## config.mk

```make
export PLATFORM = sky130hd
export DESIGN_NAME = glide_path_waypoint_generator_flat
export DESIGN_NICKNAME = d
export VERILOG_FILES = /design/src/rtl/gpw_pkg.sv /design/src/rtl/gpw_if.sv /design/src/rtl/gpw_div.sv /design/src/rtl/gpw_front.sv /design/src/rtl/gpw_queue.sv /design/src/rtl/gpw_back.sv /design/src/rtl/glide_path_waypoint_generator.sv /design/src/flat_wrapper.sv
export SDC_FILE = /design/constraint.sdc
export NUM_CORES = 2
export LEC_CHECK = 0
export BUFFER_PORTS_ARGS = -buffer_cell sky130_fd_sc_hd__buf_2
export CORE_UTILIZATION = 49
export DETAILED_ROUTE_END_ITERATION = 10
export PLACE_DENSITY = 0.77
export SYNTH_ARGS = -nofsm -noshare
export SYNTH_HDL_FRONTEND = slang
export SYNTH_SLANG_ARGS = --single-unit
```

## constraint.sdc

```tcl
create_clock -name clk -period 8.4 [get_ports clk]
set_input_delay 0.42 -clock clk [delete_from_list [all_inputs] [get_ports clk]]
set_output_delay 0.42 -clock clk [all_outputs]
set_load 0.02 [all_outputs]
```

## src/rtl/gpw_pkg.sv

```systemverilog
// Shared constants and types for the glide path waypoint generator.
package gpw_pkg;

  localparam int COORD_W_DEF    = 10;
  localparam int MAX_STEPS_DEF  = 64;
  localparam int SEED_CAP       = 1024;
  localparam int SQRT_TOL       = 3;
  localparam int ROUND_LIMIT    = 64;
  localparam int LEN_W          = 8;
  localparam int DATA_W         = 32;
  localparam int ADDR_W         = 3;
  localparam logic [LEN_W-1:0] STEP_LEN_RESET = 8'd15;

  typedef enum logic [3:0] {
    F_IDLE, F_SQ, F_SEED, F_CHECK, F_MUL, F_DIVGO, F_DIV, F_STEPDIV, F_STEPS, F_PUSH
  } front_state_t;

  typedef enum logic [2:0] {
    B_IDLE, B_NEXT, B_DIVX, B_DIVY, B_LAST, B_EMIT
  } back_state_t;

  typedef struct packed {
    logic busy;
    logic done;
  } div_stat_t;

  typedef struct packed {
    logic full;
    logic empty;
  } q_stat_t;

endpackage

```

## src/rtl/gpw_if.sv

```systemverilog
// Request channel interfaces for input points and output waypoints.
interface gpw_in_if #(parameter int W = 10);
  logic         valid;
  logic         ready;
  logic [W-1:0] start_x;
  logic [W-1:0] start_y;
  logic [W-1:0] end_x;
  logic [W-1:0] end_y;
  modport source (output valid, start_x, start_y, end_x, end_y, input ready);
  modport sink   (input valid, start_x, start_y, end_x, end_y, output ready);
endinterface

interface gpw_out_if #(parameter int W = 10);
  logic         valid;
  logic         ready;
  logic [W-1:0] point_x;
  logic [W-1:0] point_y;
  logic         last;
  modport source (output valid, point_x, point_y, last, input ready);
  modport sink   (input valid, point_x, point_y, last, output ready);
endinterface

```

## src/rtl/gpw_div.sv

```systemverilog
// Restoring unsigned divider, one quotient bit per cycle.
module gpw_div import gpw_pkg::*; #(
  parameter int N = 8
) (
  input  logic         clk,
  input  logic         rst_n,
  input  logic         start,
  input  logic [N-1:0] num,
  input  logic [N-1:0] den,
  output logic [N-1:0] quo,
  output div_stat_t    stat
);
  localparam int CW = $clog2(N + 1);

  logic [N:0]    rem_r;
  logic [N-1:0]  quo_r;
  logic [N-1:0]  den_r;
  logic [CW-1:0] cnt_r;
  logic          busy_r;
  logic          done_r;
  logic [N:0]    trial;

  assign trial = {rem_r[N-1:0], quo_r[N-1]};

  always_ff @(posedge clk) begin
    if (!rst_n) begin
      busy_r <= 1'b0;
      done_r <= 1'b0;
      cnt_r  <= '0;
    end else begin
      done_r <= 1'b0;
      if (start && !busy_r) begin
        busy_r <= 1'b1;
        cnt_r  <= CW'(N);
      end else if (busy_r) begin
        cnt_r <= cnt_r - 1'b1;
        if (cnt_r == CW'(1)) begin
          busy_r <= 1'b0;
          done_r <= 1'b1;
        end
      end
    end
  end

  always_ff @(posedge clk) begin
    if (start && !busy_r) begin
      rem_r <= '0;
      quo_r <= num;
      den_r <= den;
    end else if (busy_r) begin
      if (trial >= {1'b0, den_r}) begin
        rem_r <= trial - {1'b0, den_r};
        quo_r <= {quo_r[N-2:0], 1'b1};
      end else begin
        rem_r <= trial;
        quo_r <= {quo_r[N-2:0], 1'b0};
      end
    end
  end

  assign quo       = quo_r;
  assign stat.busy = busy_r;
  assign stat.done = done_r;
endmodule

```

## src/rtl/gpw_front.sv

```systemverilog
// Front end: accept a request, find the glide length by Newton root, set the step count.
module gpw_front import gpw_pkg::*; #(
  parameter int W  = COORD_W_DEF,
  parameter int MS = MAX_STEPS_DEF,
  parameter int EW = 4 * W + $clog2(MS + 1)
) (
  input  logic             clk,
  input  logic             rst_n,
  gpw_in_if.sink           in_ch,
  input  logic [LEN_W-1:0] step_len,
  input  q_stat_t          q_stat,
  output logic             q_push,
  output logic [EW-1:0]    q_wdata
);
  localparam int GW  = 2 * W + 2;
  localparam int PW  = 2 * GW;
  localparam int SW  = $clog2(MS + 1);
  localparam int RW  = $clog2(ROUND_LIMIT + 1);
  localparam int MCW = $clog2(GW + 1);

  front_state_t   state_r, state_nxt;
  logic [W-1:0]   sx_r, sy_r, ex_r, ey_r;
  logic [GW-1:0]  sq_r, g_r, prev_r;
  logic [RW-1:0]  rounds_r;
  logic [PW-1:0]  mcand_r, prod_r;
  logic [GW-1:0]  mplier_r;
  logic [MCW-1:0] mcnt_r;
  logic           neg_r;
  logic [SW-1:0]  steps_r;

  logic [W-1:0]   adx, ady;
  logic [2*W-1:0] sqx, sqy;
  logic [GW-1:0]  half, seed, diff;
  logic           div_start;
  logic [PW-1:0]  div_num, div_den, div_quo;
  div_stat_t      div_stat;
  logic [PW:0]    gn;
  logic [PW:0]    qe;
  logic [LEN_W-1:0] len;

  assign adx  = (ex_r >= sx_r) ? ex_r - sx_r : sx_r - ex_r;
  assign ady  = (ey_r >= sy_r) ? ey_r - sy_r : sy_r - ey_r;
  assign sqx  = adx * adx;
  assign sqy  = ady * ady;
  assign half = sq_r >> 1;
  assign seed = (half > GW'(SEED_CAP)) ? GW'(SEED_CAP) : half;
  assign diff = (g_r >= prev_r) ? g_r - prev_r : prev_r - g_r;
  assign len  = (step_len == '0) ? LEN_W'(1) : step_len;
  assign gn   = neg_r ? {1'b0, PW'(g_r)} + {1'b0, div_quo}
                      : {1'b0, PW'(g_r)} - {1'b0, div_quo};
  assign qe   = {1'b0, div_quo} + (PW + 1)'(div_quo[0]);

  gpw_div #(.N(PW)) u_div (
    .clk   (clk),
    .rst_n (rst_n),
    .start (div_start),
    .num   (div_num),
    .den   (div_den),
    .quo   (div_quo),
    .stat  (div_stat)
  );

  always_comb begin
    state_nxt   = state_r;
    in_ch.ready = 1'b0;
    div_start   = 1'b0;
    div_num     = prod_r >= PW'(sq_r) ? prod_r - PW'(sq_r) : PW'(sq_r) - prod_r;
    div_den     = PW'({g_r, 1'b0});
    q_push      = 1'b0;
    unique case (state_r)
      F_IDLE: begin
        in_ch.ready = 1'b1;
        if (in_ch.valid) state_nxt = F_SQ;
      end
      F_SQ:    state_nxt = F_SEED;
      F_SEED:  state_nxt = (seed == '0) ? F_STEPDIV : F_CHECK;
      F_CHECK: begin
        if (diff <= GW'(SQRT_TOL) || rounds_r == RW'(ROUND_LIMIT)) state_nxt = F_STEPDIV;
        else state_nxt = F_MUL;
      end
      F_MUL:   if (mcnt_r == MCW'(1)) state_nxt = F_DIVGO;
      F_DIVGO: begin
        div_start = 1'b1;
        state_nxt = F_DIV;
      end
      F_DIV:   if (div_stat.done) state_nxt = F_CHECK;
      F_STEPDIV: begin
        div_start = 1'b1;
        div_num   = PW'(g_r);
        div_den   = PW'(len);
        state_nxt = F_STEPS;
      end
      F_STEPS: if (div_stat.done) state_nxt = F_PUSH;
      F_PUSH: begin
        if (!q_stat.full) begin
          q_push    = 1'b1;
          state_nxt = F_IDLE;
        end
      end
      default: state_nxt = F_IDLE;
    endcase
  end

  always_ff @(posedge clk) begin
    if (!rst_n) state_r <= F_IDLE;
    else        state_r <= state_nxt;
  end

  always_ff @(posedge clk) begin
    unique case (state_r)
      F_IDLE: begin
        if (in_ch.valid) begin
          sx_r <= in_ch.start_x;
          sy_r <= in_ch.start_y;
          ex_r <= in_ch.end_x;
          ey_r <= in_ch.end_y;
        end
      end
      F_SQ: sq_r <= GW'(sqx) + GW'(sqy);
      F_SEED: begin
        g_r      <= seed;
        prev_r   <= sq_r;
        rounds_r <= '0;
      end
      F_CHECK: begin
        prev_r   <= g_r;
        prod_r   <= '0;
        mcand_r  <= PW'(g_r);
        mplier_r <= g_r;
        mcnt_r   <= MCW'(GW);
      end
      F_MUL: begin
        if (mplier_r[0]) prod_r <= prod_r + mcand_r;
        mcand_r  <= mcand_r << 1;
        mplier_r <= mplier_r >> 1;
        mcnt_r   <= mcnt_r - 1'b1;
      end
      F_DIVGO: neg_r <= prod_r < PW'(sq_r);
      F_DIV: begin
        if (div_stat.done) begin
          if (gn[PW] || gn == '0) g_r <= GW'(1);
          else                     g_r <= gn[GW-1:0];
          rounds_r <= rounds_r + 1'b1;
        end
      end
      F_STEPS: begin
        if (div_stat.done) begin
          if (qe >= (PW + 1)'(MS)) steps_r <= SW'(MS);
          else                      steps_r <= qe[SW-1:0];
        end
      end
      F_STEPDIV, F_PUSH: begin
      end
      default: begin
      end
    endcase
  end

  assign q_wdata = {sx_r, sy_r, ex_r, ey_r, steps_r};
endmodule

```

## src/rtl/gpw_queue.sv

```systemverilog
// Two-entry queue between the front and back ends.
module gpw_queue import gpw_pkg::*; #(
  parameter int EW    = 8,
  parameter int DEPTH = 2
) (
  input  logic          clk,
  input  logic          rst_n,
  input  logic          push,
  input  logic [EW-1:0] wdata,
  input  logic          pop,
  output logic [EW-1:0] rdata,
  output q_stat_t       stat
);
  localparam int PTW = $clog2(DEPTH);
  localparam int CTW = $clog2(DEPTH + 1);

  logic [EW-1:0]  mem_r [DEPTH];
  logic [PTW-1:0] wptr_r, rptr_r;
  logic [CTW-1:0] cnt_r;

  always_ff @(posedge clk) begin
    if (!rst_n) begin
      wptr_r <= '0;
      rptr_r <= '0;
      cnt_r  <= '0;
    end else begin
      if (push) wptr_r <= (wptr_r == PTW'(DEPTH - 1)) ? '0 : wptr_r + 1'b1;
      if (pop)  rptr_r <= (rptr_r == PTW'(DEPTH - 1)) ? '0 : rptr_r + 1'b1;
      if (push && !pop)      cnt_r <= cnt_r + 1'b1;
      else if (pop && !push) cnt_r <= cnt_r - 1'b1;
    end
  end

  always_ff @(posedge clk) begin
    if (push) mem_r[wptr_r] <= wdata;
  end

  assign rdata      = mem_r[rptr_r];
  assign stat.full  = cnt_r == CTW'(DEPTH);
  assign stat.empty = cnt_r == '0;
endmodule

```

## src/rtl/gpw_back.sv

```systemverilog
// Back end: step along the glide and emit each waypoint through the output register.
module gpw_back import gpw_pkg::*; #(
  parameter int W  = COORD_W_DEF,
  parameter int MS = MAX_STEPS_DEF,
  parameter int EW = 4 * W + $clog2(MS + 1)
) (
  input  logic          clk,
  input  logic          rst_n,
  input  q_stat_t       q_stat,
  input  logic [EW-1:0] q_rdata,
  output logic          q_pop,
  gpw_out_if.source     out_ch
);
  localparam int SW = $clog2(MS + 1);
  localparam int BW = W + SW;

  back_state_t   state_r, state_nxt;
  logic [W-1:0]  sx_r, sy_r, ex_r, ey_r;
  logic [W-1:0]  adx_r, ady_r, qx_r;
  logic          negx_r, negy_r;
  logic [SW-1:0] steps_r, i_r;
  logic [BW-1:0] accx_r, accy_r;
  logic [W-1:0]  hx_r, hy_r;
  logic          hlast_r;
  logic          ovalid_r;
  logic [W-1:0]  px_r, py_r;
  logic          plast_r;

  logic [W-1:0]  qsx, qsy, qex, qey;
  logic [SW-1:0] qsteps;
  logic          div_start;
  logic [BW-1:0] div_num, div_quo;
  div_stat_t     div_stat;
  logic          slot_free;
  logic          load_out;

  assign {qsx, qsy, qex, qey, qsteps} = q_rdata;
  assign slot_free = !ovalid_r || out_ch.ready;

  gpw_div #(.N(BW)) u_div (
    .clk   (clk),
    .rst_n (rst_n),
    .start (div_start),
    .num   (div_num),
    .den   (BW'(steps_r)),
    .quo   (div_quo),
    .stat  (div_stat)
  );

  always_comb begin
    state_nxt = state_r;
    q_pop     = 1'b0;
    div_start = 1'b0;
    div_num   = accx_r;
    load_out  = 1'b0;
    unique case (state_r)
      B_IDLE: begin
        if (!q_stat.empty) begin
          q_pop     = 1'b1;
          state_nxt = B_NEXT;
        end
      end
      B_NEXT: begin
        if (i_r < steps_r) begin
          div_start = 1'b1;
          state_nxt = B_DIVX;
        end else begin
          state_nxt = B_LAST;
        end
      end
      B_DIVX: begin
        if (div_stat.done) begin
          div_start = 1'b1;
          div_num   = accy_r;
          state_nxt = B_DIVY;
        end
      end
      B_DIVY: if (div_stat.done) state_nxt = B_EMIT;
      B_LAST: state_nxt = B_EMIT;
      B_EMIT: begin
        if (slot_free) begin
          load_out  = 1'b1;
          state_nxt = hlast_r ? B_IDLE : B_NEXT;
        end
      end
      default: state_nxt = B_IDLE;
    endcase
  end

  always_ff @(posedge clk) begin
    if (!rst_n) begin
      state_r  <= B_IDLE;
      ovalid_r <= 1'b0;
    end else begin
      state_r <= state_nxt;
      if (load_out)          ovalid_r <= 1'b1;
      else if (out_ch.ready) ovalid_r <= 1'b0;
    end
  end

  always_ff @(posedge clk) begin
    unique case (state_r)
      B_IDLE: begin
        sx_r    <= qsx;
        sy_r    <= qsy;
        ex_r    <= qex;
        ey_r    <= qey;
        steps_r <= qsteps;
        adx_r   <= (qex >= qsx) ? qex - qsx : qsx - qex;
        ady_r   <= (qey >= qsy) ? qey - qsy : qsy - qey;
        negx_r  <= qex < qsx;
        negy_r  <= qey < qsy;
        accx_r  <= BW'((qex >= qsx) ? qex - qsx : qsx - qex);
        accy_r  <= BW'((qey >= qsy) ? qey - qsy : qsy - qey);
        i_r     <= SW'(1);
      end
      B_DIVX: if (div_stat.done) qx_r <= div_quo[W-1:0];
      B_DIVY: begin
        if (div_stat.done) begin
          hx_r    <= negx_r ? sx_r - qx_r : sx_r + qx_r;
          hy_r    <= negy_r ? sy_r - div_quo[W-1:0] : sy_r + div_quo[W-1:0];
          hlast_r <= 1'b0;
        end
      end
      B_LAST: begin
        hx_r    <= ex_r;
        hy_r    <= ey_r;
        hlast_r <= 1'b1;
      end
      B_EMIT: begin
        if (slot_free) begin
          i_r    <= i_r + 1'b1;
          accx_r <= accx_r + BW'(adx_r);
          accy_r <= accy_r + BW'(ady_r);
        end
      end
      B_NEXT: begin
      end
      default: begin
      end
    endcase
    if (load_out) begin
      px_r    <= hx_r;
      py_r    <= hy_r;
      plast_r <= hlast_r;
    end
  end

  assign out_ch.valid   = ovalid_r;
  assign out_ch.point_x = px_r;
  assign out_ch.point_y = py_r;
  assign out_ch.last    = plast_r;
endmodule

```

## src/rtl/glide_path_waypoint_generator.sv

```systemverilog
// Top level of the glide path waypoint generator.
//   channel  | dir | handshake             | payload
//   in_ch    | in  | valid/ready           | start_x start_y end_x end_y
//   out_ch   | out | valid/ready           | point_x point_y last
//   cfg      | in  | psel/penable, pready  | step_length at byte addresses 0 to 3
// Front end: per Newton round a serial multiply, then a serial divide; 0 to ROUND_LIMIT rounds,
// then a serial divide for the step count.
// Back end: per waypoint a serial divide for x, then one for y, on its own divider.
// A two-entry queue lets the front end work on the next request while waypoints drain.
// Reset is synchronous; output stalls hold the back end, a full queue holds the front end.
module glide_path_waypoint_generator import gpw_pkg::*; #(
  parameter int COORD_W   = COORD_W_DEF,
  parameter int MAX_STEPS = MAX_STEPS_DEF
) (
  input  logic              clk,
  input  logic              rst_n,
  gpw_in_if.sink            in_ch,
  gpw_out_if.source         out_ch,
  input  logic              psel,
  input  logic              penable,
  input  logic              pwrite,
  input  logic [ADDR_W-1:0] paddr,
  input  logic [DATA_W-1:0] pwdata,
  output logic [DATA_W-1:0] prdata,
  output logic              pready
);
  localparam int EW = 4 * COORD_W + $clog2(MAX_STEPS + 1);

  logic [LEN_W-1:0] step_len_r;
  logic             q_push, q_pop;
  logic [EW-1:0]    q_wdata, q_rdata;
  q_stat_t          q_stat;

  always_ff @(posedge clk) begin
    if (!rst_n) begin
      step_len_r <= STEP_LEN_RESET;
    end else if (psel && penable && pwrite && !paddr[2]) begin
      step_len_r <= pwdata[LEN_W-1:0];
    end
  end

  assign pready = 1'b1;
  assign prdata = !paddr[2] ? DATA_W'(step_len_r) : '0;

  gpw_front #(.W(COORD_W), .MS(MAX_STEPS), .EW(EW)) u_front (
    .clk      (clk),
    .rst_n    (rst_n),
    .in_ch    (in_ch),
    .step_len (step_len_r),
    .q_stat   (q_stat),
    .q_push   (q_push),
    .q_wdata  (q_wdata)
  );

  gpw_queue #(.EW(EW), .DEPTH(2)) u_queue (
    .clk   (clk),
    .rst_n (rst_n),
    .push  (q_push),
    .wdata (q_wdata),
    .pop   (q_pop),
    .rdata (q_rdata),
    .stat  (q_stat)
  );

  gpw_back #(.W(COORD_W), .MS(MAX_STEPS), .EW(EW)) u_back (
    .clk     (clk),
    .rst_n   (rst_n),
    .q_stat  (q_stat),
    .q_rdata (q_rdata),
    .q_pop   (q_pop),
    .out_ch  (out_ch)
  );
endmodule

```

## src/flat_wrapper.sv

```systemverilog
// flat-port wrapper written by rule: the top's interface ports become plain ports
module glide_path_waypoint_generator_flat import gpw_pkg::*;
#(
  parameter int COORD_W   = COORD_W_DEF,
  parameter int MAX_STEPS = MAX_STEPS_DEF
)
  (clk, rst_n, psel, penable, pwrite, paddr, pwdata, prdata, pready, in_ch_valid, in_ch_start_x, in_ch_start_y, in_ch_end_x, in_ch_end_y, in_ch_ready, out_ch_valid, out_ch_point_x, out_ch_point_y, out_ch_last, out_ch_ready);
  gpw_in_if in_ch_i ();
  gpw_out_if out_ch_i ();
  input  logic clk;
  input  logic rst_n;
  input  logic psel;
  input  logic penable;
  input  logic pwrite;
  input  logic [ADDR_W-1:0] paddr;
  input  logic [DATA_W-1:0] pwdata;
  output logic [DATA_W-1:0] prdata;
  output logic pready;
  input wire logic [$bits(in_ch_i.valid)-1:0] in_ch_valid;
  input wire logic [$bits(in_ch_i.start_x)-1:0] in_ch_start_x;
  input wire logic [$bits(in_ch_i.start_y)-1:0] in_ch_start_y;
  input wire logic [$bits(in_ch_i.end_x)-1:0] in_ch_end_x;
  input wire logic [$bits(in_ch_i.end_y)-1:0] in_ch_end_y;
  output wire logic [$bits(in_ch_i.ready)-1:0] in_ch_ready;
  output wire logic [$bits(out_ch_i.valid)-1:0] out_ch_valid;
  output wire logic [$bits(out_ch_i.point_x)-1:0] out_ch_point_x;
  output wire logic [$bits(out_ch_i.point_y)-1:0] out_ch_point_y;
  output wire logic [$bits(out_ch_i.last)-1:0] out_ch_last;
  input wire logic [$bits(out_ch_i.ready)-1:0] out_ch_ready;
  assign in_ch_i.valid = in_ch_valid;
  assign in_ch_i.start_x = in_ch_start_x;
  assign in_ch_i.start_y = in_ch_start_y;
  assign in_ch_i.end_x = in_ch_end_x;
  assign in_ch_i.end_y = in_ch_end_y;
  assign in_ch_ready = in_ch_i.ready;
  assign out_ch_valid = out_ch_i.valid;
  assign out_ch_point_x = out_ch_i.point_x;
  assign out_ch_point_y = out_ch_i.point_y;
  assign out_ch_last = out_ch_i.last;
  assign out_ch_i.ready = out_ch_ready;
  glide_path_waypoint_generator #(.COORD_W(COORD_W), .MAX_STEPS(MAX_STEPS)) u_core (.clk(clk), .rst_n(rst_n), .in_ch(in_ch_i), .out_ch(out_ch_i), .psel(psel), .penable(penable), .pwrite(pwrite), .paddr(paddr), .pwdata(pwdata), .prdata(prdata), .pready(pready));
endmodule
```

* Word level (Yosys, flattened, before mapping)
Memory sizes are Yosys's and may differ from the RTL's. A register that Yosys moved wholly into a read port is not among the register bits.
Cells that the tools add are included.
** Word-level totals
- Register bits :: 606
- Word-level logic and storage cells :: 286
- Memories kept :: 1
- RAM bits :: 94
- Output and inout bits :: 56
- Bits of input ports :: 82
** Memory list
- u_core.u_queue.mem_r :: words 2, bits a word 47, rd ports 1, clocked after memory_dff 1, wr ports 1, RTL line gpw_queue.sv:17 : logic [EW-1:0] mem_r [DEPTH];
** Cells by class
- Reduce and logical (&&, ||, !) cells :: 45
- Bitwise logic cells :: 3
- $mul :: 2
- $add $sub $neg :: 38
- $lt $le $gt $ge :: 15
- Muxes and demuxes :: 97
- Equality and inequality tests :: 29
** Operator list (number)
- 2-to-1 mux 44 bit :: 6
- case mux 44 bit (2 select lines) :: 2
- 2-to-1 mux 17 bit :: 9
- case mux 22 bit (2 select lines) :: 3
- subtractor 10 bit :: 10
- 2-to-1 mux 10 bit :: 8
- case mux 17 bit (2 select lines) :: 2
- 2-to-1 mux 22 bit :: 3
- adder 22 x 44 -> 45 bit :: 1
- adder 44 x 1 -> 45 bit :: 1
- greater-or-equal comparator 45 x 44 -> 1 bit :: 1
- greater-or-equal comparator 45 x 7 -> 1 bit, second input constant :: 1
- zero test 45 bit :: 1
- 2-to-1 mux 45 bit :: 1
- subtractor 22 x 44 -> 45 bit :: 1
- adder 44 bit :: 1
- greater-or-equal comparator 44 x 22 -> 1 bit :: 1
- < comparator 44 x 22 -> 1 bit :: 1
- subtractor 10 x 10 -> 11 bit :: 4
- subtractor 22 bit :: 2
- subtractor 22 x 44 -> 44 bit :: 1
- subtractor 44 x 22 -> 44 bit :: 1
- subtractor 44 bit :: 1
- greater-or-equal comparator 10 bit :: 4
- 60 further kinds :: 163

* Depth between registers and ports, before layout
- Word-level depth :: 7
- Depth in mapped cells :: 37
- Depth with buffers taken out :: 36

* Hierarchy
From an unflattened synthesis, not the netlist that was laid out.
** Unflattened totals
- Cell total of the unflattened synthesis :: 5599
- Area total of the unflattened synthesis :: 53971.8 um^2
** By module, submodules not included
- gpw_front :: cells an instance 3376, seq. area each 7106.8 um^2, area an instance 28549.9 um^2, instances 1
- gpw_back :: cells an instance 894, seq. area each 4944.7 um^2, area an instance 9997.1 um^2, instances 1
- gpw_div at u_core.u_front.u_div :: cells an instance 779, seq. area each 3683.5 um^2, area an instance 7980.2 um^2, instances 1
- gpw_queue :: cells an instance 168, seq. area each 2922.8 um^2, area an instance 3617.2 um^2, instances 1
- gpw_div at u_core.u_back.u_div :: cells an instance 312, seq. area each 1501.4 um^2, area an instance 3216.8 um^2, instances 1
- glide_path_waypoint_generator :: cells an instance 70, seq. area each 160.2 um^2, area an instance 610.6 um^2, instances 1

* Least setup slack after synthesis
OpenSTA, ideal clock, no wires.
- Path kind :: register to register
- Start :: register u_core.u_front.ey_r[0]
- End :: register u_core.u_front.sq_r[19] (data pin)
- Clock period less this slack :: 9106 ps
- Arrival :: 8844 ps
- Setup time :: 262 ps
- Data required time :: 8138 ps
- Cell stages (with the launch flop) :: 37
- Slack :: -706 ps
- Path buffers :: 1
- Path through :: edfxtp_1 > inv_1 > ha_1 > inv_1 > fa_1 > a21o_1 > a211oi_1 > o21bai_1 > a21oi_1 > o21ai_0 > o22a_1 > clkbuf_1 > mux2i_1 > a311oi_1 > xnor2_1 > nand2b_1 > inv_1 > fa_1 > fa_1 > inv_1 > fa_1 > inv_1 > fa_1 > fa_1 > fa_1 > inv_1 > fa_1 > inv_1 > ha_1 > a21oi_1 > o21ai_0 > a211oi_1 > nor2_1 > o41a_1 > a41oi_1 > a21oi_1 > xor2_1
** On the way
- Longest elaborated chain between the ends :: 4
- Elaborated cells on any way between the ends :: 6
- Those cells by class :: 3 x add/sub; 1 x mul; 1 x order compare; 1 x mux
** Ends and longest elaborated chain
- start, declared :: RTL line gpw_front.sv:22 : logic [W-1:0] sx_r, sy_r, ex_r, ey_r;
- start signal, assigned :: RTL line gpw_front.sv:116 : ey_r <= in_ch.end_y;
- subtractor 10 bit or greater-or-equal comparator 10 bit (tied branches) :: RTL line gpw_front.sv:42 : assign ady = (ey_r >= sy_r) ? ey_r - sy_r : sy_r - ey_r;
- 2-to-1 mux 10 bit (*) :: RTL line gpw_front.sv:42
- multiplier 10 x 10 -> 20 bit (*) :: RTL line gpw_front.sv:44 : assign sqy = ady * ady;
- adder 20 x 20 -> 21 bit (*) :: RTL line gpw_front.sv:119 : F_SQ: sq_r <= GW'(sqx) + GW'(sqy);
- end signal, assigned :: RTL line gpw_front.sv:119
- end, declared :: RTL line gpw_front.sv:23 : logic [GW-1:0] sq_r, g_r, prev_r;
Every way passes the cells marked *; elsewhere a longest branch is shown, timed or not.
A chain may end at the register's enable or synchronous reset.

* Final worst setup path
- Start :: register u_core.u_front.ex_r[0]
- End :: register u_core.u_front.sq_r[15] (data pin)
** On the way
- Longest elaborated chain between the ends :: 4
- Elaborated cells on any way between the ends :: 6
- Those cells by class :: 3 x add/sub; 1 x mul; 1 x order compare; 1 x mux
** Ends and longest elaborated chain
- start, declared :: RTL line gpw_front.sv:22
- start signal, assigned :: RTL line gpw_front.sv:115 : ex_r <= in_ch.end_x;
- subtractor 10 bit or greater-or-equal comparator 10 bit (tied branches) :: RTL line gpw_front.sv:41 : assign adx = (ex_r >= sx_r) ? ex_r - sx_r : sx_r - ex_r;
- 2-to-1 mux 10 bit (*) :: RTL line gpw_front.sv:41
- multiplier 10 x 10 -> 20 bit (*) :: RTL line gpw_front.sv:43 : assign sqx = adx * adx;
- adder 20 x 20 -> 21 bit (*) :: RTL line gpw_front.sv:119
Marked as above.

==> results by group <==
Status
  – Status: complete, but fails checks
  – Failing checks: setup timing

Clock network
  – CTS tree: yes
  – Clock-pin slew on the worst setup and hold paths: approximately 0.070 ns
  – Num CTS Buffers: just under 80
  – CTS Buffer Depth: 3
  – CTS H-tree depth: 3
  – Worst skew pair latency: 0.67 ns
  – Clk root buf: clkbuf_16
  – CTS sink count: 674

Yosys
  – Seq/Total Area, Yosys: 0.383
  – Most used DFF post-synth: edfxtp_1
  – Post-synth EDFFs: 577
  – Synthesized instance count: 5,307
  – Async SR Flop Fraction: 0
  – Register bit total from synthesis: 674
  – Mean Syn Cell Area: between 9 and 10 sq um
  – Unique masters post-synth: 94
  – Post-Syn Area: 50,300 sq um
  – Syn. warnings: 0

GRT
  – First-pass GRT wire length: ~210 mm
  – Initial antenna violation count: 0
  – Tot GR Track Use: 0.253
  – GRT overflow: 0
  – Largest net degree at the start of global routing: 73
  – Vias in the first global route: 38,600

Setup path
  – Crit path kind: flop to flop
  – Top Family by Delay on Critical Path: adder cells
  – Most used cell, CP: fa_1
  – Setup crit start kind: flop
  – Critical path depth: 38
  – Worst reg2reg setup slack: -0.34 ns
  – Reg2reg path depth: 38
  – Crit path arrival time: 9.16 ns
  – Critical path buffers and inverters: 11
  – Worst path max stage delay: 0.56 ns
  – Crit end category: flop
  – Crit path max-delay cell type: fa_1
  – Highest net fanout along the worst path: 5
  – CP required: ~9 ns

Floorplanning
  – Die footprint: 104,000 sq um
  – Core area: 102,000 sq um
  – Die H: 322 um
  – Die W: 322 um
  – Initial Utilization: 0.494
  – Num rows: 117
  – # IOs: 138

STA
  – Final WS setup: -0.335 ns
  – RSZ-0062 raised after global routing: true
  – Slew Limit Fails: 0
  – Final setup viols: 5
  – Tcrit/Tclk final: 1.04
  – Rel. slew slack: 0.206
  – Worst Tran Pin Value: 1.18 ns
  – Tmin final: 8.74 ns
  – Fmax: about 110 MHz
  – Fin. Hold Viols: 0
  – Clock Skew: 0.0363 ns

Final layout
  – Final #Nets: 6,120
  – Finished Layout Cells: between 6,000 and 7,000
  – Layout cells sized above 1: 0.0984
  – Area Growth Syn to Fin: 12.1%
  – Fill count: 8,653

Routing
  – Via count: a little over 40,000
  – 1st-iter DRT viols: ~3,600
  – Drt wl/cell: 19.3 um
  – Post-DRT Antenna Nets: 0
  – Routed vias/inst: 5.82
  – 1st-pass router iterations: 8
  – # DRC: 0
  – Routed wire length: 133 mm

Job
  – Max-Cap Viols: 0

Place
  – GPL Wtd Cong: 0.985
  – Dpl cells: 6,721
  – Number of buffers added on ports: 86
  – Post-DP HPWL: approximately 100 mm

Worst hold path
  – Worst Hold Depth: 3
  – Worst Hold Class: input port to flop
[flip-flops by register name, indices dropped and copies added, names as in the netlist, 17 cells and up, named ones only]
signal / flops
u_core.u_front.prev_r: 22
u_core.u_back.u_div.quo: 17
u_core.u_back.u_div.rem_r: 17
u_core.u_front.mcand_r: 44
u_core.u_front.u_div.quo: 44
u_core.u_front.sq_r: 21
u_core.u_front.g_r: 22
u_core.u_front.u_div.rem_r: 44
u_core.u_front.u_div.den_r: 23
u_core.u_queue.mem_r: 92
u_core.u_front.prod_r: 44
u_core.u_front.mplier_r: 22
u_core.u_back.accy_r: 17
u_core.u_back.accx_r: 17
[path summary, 6_finish.rpt]
path / from / to
hold reg to reg: u_core.u_back.hx_r[2]$_DFFE_PP_ / u_core.u_back.out_ch.point_x[2]$_DFFE_PP_
hold / removal: pwdata[4] / u_core.step_len_r[4]$_SDFFE_PN0P_
setup reg to reg: u_core.u_front.ex_r[0]$_DFFE_PP_ / u_core.u_front.sq_r[15]$_DFFE_PP_
setup / recovery: u_core.u_front.ex_r[0]$_DFFE_PP_ / u_core.u_front.sq_r[15]$_DFFE_PP_
[metrics by stage]
step | TNS (ns) | setup WS, ns | utilization | instance area [sq um] | hold WS, ns
final | -1.04 | -0.335 | 0.554 | 56400 | 0.0365
after global routing | -3.43 | -0.617 | 0.554 | 56400 | 0.0138
after CTS | -0.565 | -0.241 | 0.552 | 56200 | 0.00178
after detailed placement | -2.67 | -0.442 | 0.520 | 53000 | 0.405
after global placement | -1.69 | -0.308 | 0.520 | 53000 | 0.402
after floorplan | -0.00447 | -0.00447 | - | 50500 | 0.400
[final cells by class]
| type | instances | area, sq um | area share |
|---|---|---|---|
| Multi-Input combinational cell | 3909 | 28600 | 0.508 |
| Sequential cell | 674 | 19300 | 0.342 |
| Timing Repair Buffer | 297 | 2120 | 0.0376 |
| Clock buffer | 96 | 2030 | 0.0360 |
| Inverter | 528 | 1980 | 0.0352 |
| Tap cell | 1368 | 1710 | 0.0304 |
| Clock inverter | 47 | 623 | 0.0111 |
| Antenna cell | 1 | 2.50 | 0.0000444 |
[what timing repair did]
item                                   4_1_cts  5_1_grt
endpoints found under the hold margin       37        0
pin swaps                                   61       39
setup endpoints to repair                    9       10
gates resized for setup                     35       32
hold buffers                                37        0
buffers inserted                            13        5
[cell usage after synthesis, drive strengths merged, types with 14 or more instances]
library cell / instances / area [sq um]
or2: 24 / 150
mux2: 26 / 293
o21a: 37 / 278
nand2: 521 / 1960
a2111oi: 14 / 123
o211a: 14 / 140
edfxtp: 577 / 17300
o21ai: 340 / 1700
o21bai: 34 / 255
inv: 527 / 1980
nor2b: 56 / 350
a21boi: 24 / 180
clkbuf: 169 / 634
or4: 21 / 169
nand3b: 16 / 120
nor3: 136 / 691
mux2i: 126 / 1260
nor4: 55 / 417
or3: 37 / 231
xor2: 119 / 1040
o31ai: 33 / 248
o211ai: 27 / 208
nand2b: 48 / 300
a21o: 129 / 968
xnor2: 201 / 1760
ha: 401 / 5020
a21oi: 295 / 1480
fa: 150 / 3000
a211oi: 31 / 238
nand4: 40 / 250
o22ai: 26 / 163
and3: 48 / 300
and2: 66 / 413
nor2: 410 / 1540
a41oi: 21 / 184
buf: 50 / 319
a31oi: 60 / 375
nand3: 100 / 505
dfxtp: 97 / 1940
[cell families (layout without fill, tap and decap cells)]
logic type / Yosys count / after routing / synth area share
compound gates: 1223 / 1223 / 0.155
xor+xnor: 320 / 320 / 0.0557
mux: 152 / 152 / 0.0309
simple gates: 1638 / 1638 / 0.157
fa+ha+maj: 551 / 551 / 0.160
other cells: 2 / 26 / 0.000149
buf+inv: 747 / 968 / 0.0584
flops: 674 / 674 / 0.383
[placed cells by master (no fill, tap or decap), types with 34 or more instances in the layout]
master	instances
nand3_1	98
o21a_1	37
a21oi_1	287
edfxtp_1	577
clkbuf_16	77
mux2i_1	121
nor3_1	131
xnor2_1	196
dfxtp_1	96
or3_1	37
nand2b_1	45
and3_1	48
inv_1	515
nand2_1	520
nand4_1	40
dlygate4sd3_1	37
a31oi_1	60
buf_2	86
nor4_1	48
nor2_1	394
xor2_1	117
o21ai_0	324
buf_4	170
a21o_1	129
fa_1	143
and2_1	63
nor2b_1	56
o21bai_1	34
ha_1	394
[tightest hold or removal path: stages]
cell	delay, ns
buf_2	0.10
nand2_1	0.06
a21oi_1	0.06
[routing by layer]
metal,vias up,track usage,routed length [um]
li1,19200,-,-
met1,19400,0.346,58400
met2,1411,0.413,61600
met3,281,0.0361,9050
met4,0,0.0816,4400
met5,-,0,0
Power is not shown: default switching activity piles up to over one toggle a cycle in this logic, so the estimate is an artifact.
